<file path="src/hdl/lfr_pkg.sv">
// lfr_pkg: shared types and constants of the lcd frame buffer refresh block
// used by the interfaces' users, the controller, the datapath and the top level
// no dependencies

package lfr_pkg;

    // default geometry of the frame store
    localparam int PAGE_COUNT_DEF    = 8;
    localparam int STORE_COLUMNS_DEF = 132;

    // panel command bytes sent ahead of every page
    localparam logic [7:0] CMD_PAGE_BASE = 8'hB0;
    localparam logic [7:0] CMD_COL_HIGH  = 8'h10;
    localparam logic [7:0] CMD_COL_LOW   = 8'h00;
    localparam int         CMD_BYTES     = 3;

    // column offset register
    localparam int         OFFSET_W     = 3;
    localparam logic [2:0] OFFSET_RESET = 3'd4;

    // operation codes of an item
    typedef enum logic [1:0] {
        OP_WRITE_PIXEL = 2'd0,
        OP_CLEAR       = 2'd1,
        OP_START       = 2'd2,
        OP_TICK        = 2'd3
    } op_t;

    // controller states
    typedef enum logic [2:0] {
        ST_SWEEP,
        ST_IDLE,
        ST_EXEC,
        ST_RMW,
        ST_TICK
    } state_t;

    // kind of result loaded into the output register
    typedef enum logic [1:0] {
        EMIT_NONE,
        EMIT_PLAIN,
        EMIT_TICK
    } emit_t;

    // controller to datapath
    typedef struct packed {
        logic  in_ready;
        logic  sweep_write;
        logic  pix_read;
        logic  pix_write;
        logic  tick_read;
        logic  start_refresh;
        emit_t emit;
    } lfr_cmd_t;

    // datapath to controller
    typedef struct packed {
        op_t  op;
        logic pixel_in_range;
        logic running;
        logic tick_data;
        logic sweep_last;
        logic out_empty;
    } lfr_status_t;

endpackage

</file>
<file path="src/hdl/lfr_ctrl.sv">
// lfr_ctrl: controller state machine of the lcd frame buffer refresh block
// depends on lfr_pkg; drives the datapath by command, reads its status

module lfr_ctrl (
    input  logic                 clk,
    input  logic                 rst_n,
    input  logic                 in_valid,
    input  lfr_pkg::lfr_status_t status,
    output lfr_pkg::lfr_cmd_t    cmd
);

    import lfr_pkg::*;

    state_t state_reg, state_next;
    logic   clear_reply_reg, clear_reply_next;

    // next state
    always_comb
    begin
        state_next       = state_reg;
        clear_reply_next = clear_reply_reg;
        unique case (state_reg)
            ST_SWEEP:
            begin
                if (status.sweep_last)
                begin
                    state_next       = ST_IDLE;
                    clear_reply_next = 1'b0;
                end
            end
            ST_IDLE:
            begin
                if (in_valid && status.out_empty)
                begin
                    state_next = ST_EXEC;
                end
            end
            ST_EXEC:
            begin
                unique case (status.op)
                    OP_WRITE_PIXEL: state_next = status.pixel_in_range ? ST_RMW : ST_IDLE;
                    OP_CLEAR:
                    begin
                        state_next       = ST_SWEEP;
                        clear_reply_next = 1'b1;
                    end
                    OP_START:       state_next = ST_IDLE;
                    OP_TICK:
                    begin
                        state_next = (status.running && status.tick_data) ? ST_TICK : ST_IDLE;
                    end
                    default:        state_next = ST_IDLE;
                endcase
            end
            ST_RMW:  state_next = ST_IDLE;
            ST_TICK: state_next = ST_IDLE;
            default: state_next = ST_IDLE;
        endcase
    end

    always_ff @(posedge clk or negedge rst_n)
    begin
        if (!rst_n)
        begin
            state_reg       <= ST_SWEEP;
            clear_reply_reg <= 1'b0;
        end
        else
        begin
            state_reg       <= state_next;
            clear_reply_reg <= clear_reply_next;
        end
    end

    // commands to the datapath
    always_comb
    begin
        cmd = '{in_ready: 1'b0, sweep_write: 1'b0, pix_read: 1'b0, pix_write: 1'b0,
                tick_read: 1'b0, start_refresh: 1'b0, emit: EMIT_NONE};
        unique case (state_reg)
            ST_SWEEP:
            begin
                cmd.sweep_write = 1'b1;
                if (status.sweep_last && clear_reply_reg)
                begin
                    cmd.emit = EMIT_PLAIN;
                end
            end
            ST_IDLE:
            begin
                cmd.in_ready = status.out_empty;
            end
            ST_EXEC:
            begin
                unique case (status.op)
                    OP_WRITE_PIXEL:
                    begin
                        if (status.pixel_in_range)
                        begin
                            cmd.pix_read = 1'b1;
                        end
                        else
                        begin
                            cmd.emit = EMIT_PLAIN;
                        end
                    end
                    OP_CLEAR:
                    begin
                        cmd.emit = EMIT_NONE;
                    end
                    OP_START:
                    begin
                        cmd.start_refresh = 1'b1;
                        cmd.emit          = EMIT_PLAIN;
                    end
                    OP_TICK:
                    begin
                        if (!status.running)
                        begin
                            cmd.emit = EMIT_PLAIN;
                        end
                        else if (status.tick_data)
                        begin
                            cmd.tick_read = 1'b1;
                        end
                        else
                        begin
                            cmd.emit = EMIT_TICK;
                        end
                    end
                    default:
                    begin
                        cmd.emit = EMIT_PLAIN;
                    end
                endcase
            end
            ST_RMW:
            begin
                cmd.pix_write = 1'b1;
                cmd.emit      = EMIT_PLAIN;
            end
            ST_TICK:
            begin
                cmd.emit = EMIT_TICK;
            end
            default:
            begin
                cmd.in_ready = 1'b0;
            end
        endcase
    end

    // an item is decoded only right after it was taken in
    a_exec_after_accept: assert property (@(posedge clk) disable iff (!rst_n)
        state_reg == ST_EXEC |-> $past(in_valid && cmd.in_ready))
        else $error("decode without an accepted item");

    // a result is loaded only into an empty output register
    a_emit_free: assert property (@(posedge clk) disable iff (!rst_n)
        cmd.emit != EMIT_NONE |-> status.out_empty)
        else $error("result loaded over a pending result");

    // the store is never read while the clearing sweep writes it
    a_sweep_no_read: assert property (@(posedge clk) disable iff (!rst_n)
        cmd.sweep_write |-> !cmd.pix_read && !cmd.tick_read && !cmd.pix_write)
        else $error("store access during clearing sweep");

endmodule

</file>
<file path="config.mk">
export PLATFORM = sky130hd
export DESIGN_NAME = lfr_ctrl
export DESIGN_NICKNAME = d
export VERILOG_FILES = /design/src/hdl/lfr_pkg.sv /design/src/hdl/lfr_ctrl.sv
export SDC_FILE = /design/constraint.sdc
export NUM_CORES = 1
export LEC_CHECK = 0
export BUFFER_PORTS_ARGS = -buffer_cell sky130_fd_sc_hd__buf_2
export CAP_MARGIN = 20
export CELL_PAD_IN_SITES_DETAIL_PLACEMENT = 1
export CELL_PAD_IN_SITES_GLOBAL_PLACEMENT = 1
export CORE_AREA = 8 8 45 47
export DETAILED_ROUTE_END_ITERATION = 6
export DIE_AREA = 0 0 53 55
export GPL_TIMING_DRIVEN = 0
export PLACE_DENSITY = 0.61
export SLEW_MARGIN = 20
export SYNTH_ARGS = -nofsm -noshare
export SYNTH_HDL_FRONTEND = slang
export SYNTH_SLANG_ARGS = --single-unit
</file>
<file path="constraint.sdc">
create_clock -name clk -period 1.4 [get_ports clk]
set_input_delay 0.07 -clock clk [delete_from_list [all_inputs] [get_ports clk]]
set_output_delay 0.07 -clock clk [all_outputs]
set_load 0.005 [all_outputs]
</file>
==> results <==
- The tightest min-delay check is of the primary input to register type.
- When the netlist entered floorplanning its net count stood at approximately 50.
- The iteration count of the initial detailed-routing pass is 2.
- Yosys mapped the design onto 22 distinct sky130hd cell types.
- The final number of max-transition violations came to 0.
- The minimum setup slack after placement is roughly 92 ps.
- Timing would allow up to roughly 700 MHz.
- Measured along the x axis, the die boundary spans 53 µm.
- The number of violations of the max-capacitance limit is 0.
- In this run, CTS created clock tree buffers numbering 3.
- The cell count after synthesis came out at 39.
- Compared with the post-synthesis result, the final layout area differs by 59.2%.
- After detailed routing, the number of vias per cell comes to 4.58.
- In this run the static leakage power is about 0.24 nW.
- The total count of hold-check failures in the final report came to 0.
- The synthesized cell area is between 300 and 400 µm².
- A synthesized cell averages slightly below 8 µm².
- The clock reaches the later pin of the worst-skew pair after between 200 and 250 ps.
- For this run, the total global-route usage over all layers was measured as 0.0744.
- STA puts the critical path data required time at 1330 ps.
- The final number of setup-violating endpoints is 1.
- The tree built by TritonCTS fans out to 4 sinks.
- The largest total area in the synthesized netlist belongs to sky130_fd_sc_hd__dfrtp_1.
- The worst path in the final design needs a cycle of 1430 ps, including I/O delays and setup.
- In this run the core area contains 14 standard-cell rows.
- The kind of start point of the critical path is a register.
- In the final timing run, aggregate negative setup slack is -25.2 ps.
- The clock-pin slew on the worst setup and hold paths is 30 ps.
- The count of filler cells inserted in the layout is 202.
- The DRC violation total after the first TritonRoute iteration is 3.
- The initial utilization of the core area, before any placement, comes to 0.222.
- The area of the core region is about 0.0014 mm².
- The final clock period utilization by the worst path is 1.02.
- STA puts the critical path data arrival time at 1360 ps.
- The count of buffers inserted at the top-level ports is 17.
- The number of global-route vias before repair is ~370.
- The tree is rooted in a sky130_fd_sc_hd__clkbuf_4.
- In this run the number of H-tree levels came out at 1.
- Final hold analysis gives a worst-case slack of between 50 and 60 ps.
- The number of diodes is 0.
- The total number of vias is 366.
- The finished layout holds 80 standard cells, fillers aside.
- In the routed design, unresolved DRC markers number 0.
- The final core area utilization is 0.353.
- For this design the ratio of total power to cell area is ~930 mW/mm².
- The proportion of netlist area held by the largest area contributor is 0.327.
- The area enclosed by the die boundary is just under 0.003 mm².
- The first global-routing pass estimated approximately 1600 µm of wire.
- The share of cells above drive strength 1 is 0.469.
- The clock passes through at most 2 buffers.
- The routability congestion estimate from global placement is 0.710.
- The placed instances occupy a cell area of around 410 µm².
- The clock tree from TritonCTS is yes.
- The final routed wirelength across all metal layers is about 1000 µm.
- After synthesis the netlist holds a flip-flop and latch count of 4.
- At the pin with the least slew margin, the transition time is roughly 260 ps.
- The number of I/O pins is 18.
- Setup repair after global routing could not meet its margin everywhere.
- The worst setup path is captured at an output port.
- The number of routed nets with antenna violations is 0.
- The proportion of synthesized chip area in sequential cells is 0.327.
- The sum of net half-perimeters after detailed placement is between 800 and 900 µm.
- The initial antenna violation count is 0.
- The largest net degree at the start of global routing is 11.
- Counting tap cells, the placed design contains a total of 72 instances.
- The run finished, with violations left.
- The number of nets in the layout is 76.
- The final reports fail on negative setup slack.
- VDD sags by at most just under 0.0004 V.
- The post-route cell area is about 500 µm².
- Yosys printed 0 warnings.
- The critical path is of the register to output port type.
- The residual overflow from global routing is 0.
- The worst clock skew is around 0.092 ps.
- Along the worst path, the maximum fanout reaches 3.
- Yosys attributes the largest share of cell area to sky130_fd_sc_hd__dfrtp_1 33%, sky130_fd_sc_hd__inv_1 6.1%, sky130_fd_sc_hd__nand2_1 6.1%.
- Dividing the detail-routed wire length by the instance count gives between 10 and 15 µm.
- The sum of internal, switching and leakage power is 455 µW.
- The final worst setup slack is -25.2 ps.
- The register with the most flip-flops in the layout has 3 of them.
- The worst pin sits at a relative slew slack of 0.824.
- The die height is between 50 and 60 µm.
==> cell usage after synthesis <==
library cell / n
sky130_fd_sc_hd__inv_1: 5
sky130_fd_sc_hd__nor2_1: 3
sky130_fd_sc_hd__nand2_1: 5
sky130_fd_sc_hd__o221ai_1: 1
sky130_fd_sc_hd__nor3_1: 2
sky130_fd_sc_hd__nor3b_1: 1
sky130_fd_sc_hd__a311oi_1: 1
sky130_fd_sc_hd__a31oi_1: 2
sky130_fd_sc_hd__a21boi_0: 1
sky130_fd_sc_hd__nand2b_4: 1
sky130_fd_sc_hd__buf_2: 1
sky130_fd_sc_hd__a21oi_1: 1
sky130_fd_sc_hd__nor4_2: 1
sky130_fd_sc_hd__a21o_1: 1
sky130_fd_sc_hd__o21ai_0: 1
sky130_fd_sc_hd__or3_1: 1
sky130_fd_sc_hd__a21oi_2: 1
sky130_fd_sc_hd__o2bb2ai_1: 1
sky130_fd_sc_hd__nand3_1: 1
sky130_fd_sc_hd__nor4_1: 3
sky130_fd_sc_hd__nand2b_1: 1
sky130_fd_sc_hd__dfrtp_1: 4
==> critical path: stages, from the launching register on <==
cell,delay (ps)
sky130_fd_sc_hd__dfrtp_2,390
sky130_fd_sc_hd__nand2b_4,150
sky130_fd_sc_hd__or3_1,360
sky130_fd_sc_hd__a21oi_2,120
sky130_fd_sc_hd__buf_2,120
==> cells in the final DEF, fill, tap and decap left out, drive strengths merged <==
cell type	count
buf	22
inv	5
nand2	5
nor4	4
dfrtp	4
nor2	3
clkbuf	3
nor3	2
a31oi	2
nand2b	2
a21oi	2
o21ai	1
a311oi	1
nand3	1
or3	1
o2bb2ai	1
nor3b	1
a21boi	1
o221ai	1
a21o	1
dlygate4sd3	1
==> final timing paths <==
| kind | start | endpoint | slack (ps) | depth (start not counted) |
|---|---|---|---|---|
| max reg2reg | state_reg[0]$_DFFE_PN0P_ | state_reg[0]$_DFFE_PN0P_ | 300 | 4 |
| max in group asynchronous | rst_n | state_reg[1]$_DFFE_PN0P_ | 1100 | 2 |
| min reg2reg | clear_reply_reg$_DFFE_PN0P_ | clear_reply_reg$_DFFE_PN0P_ | 520 | 1 |
| min | in_valid | state_reg[1]$_DFFE_PN0P_ | 60 | 2 |
| max | state_reg[2]$_DFFE_PN0P_ | cmd[1] | -30 | 4 |
| min in group asynchronous | rst_n | clear_reply_reg$_DFFE_PN0P_ | 170 | 2 |
==> per-layer routing <==
metal  part of all wire  up-vias  track usage  wire length, µm
met5                  0        -            0                0
met4                  0        0       0.0517                0
li1                   -      192            -                -
met3              0.064        0       0.0267               64
met1               0.46      161       0.0855              462
met2               0.48       13        0.113              477
==> report_power, final <==
| group | total (mW) | switching [mW] | internal (mW) | leakage [nW] |
|---|---|---|---|---|
| combinational | 0.158 | 0.0827 | 0.0754 | 0.180 |
| clock | 0.138 | 0.0423 | 0.0955 | 0.0138 |
| sequential | 0.159 | 0.0196 | 0.139 | 0.0469 |
==> cells by family (layout without fill, tap and decap cells) <==
group / Yosys count / after routing / share of synthesized area
buffers and inverters: 6 / 31 / 0.0775
flip-flops: 4 / 4 / 0.327
AO/OA/AOI/OAI: 10 / 10 / 0.237
AND/OR/NAND/NOR: 19 / 19 / 0.359
==> final cells by class <==
type                    instances  area [µm²]  share of cell area
repair buffers                 22         125               0.256
well taps                      16        20.0              0.0410
plain buffers                   1        7.51              0.0154
clock buffers                   3        22.5              0.0462
flip-flops and latches          4         103               0.210
inverters                       5        18.8              0.0385
multi-input cells              29         191               0.392
==> timing repair <==
action / CTS / global route
hold buffers: 1 / 0
setup endpoints to repair: 3 / 5
hold endpoints to repair: 4 / 0
buffers inserted: 3 / 1
resized for setup: 3 / 1
pin swaps: 1 / 2
Note: power is estimated with default switching activity, not from simulation.
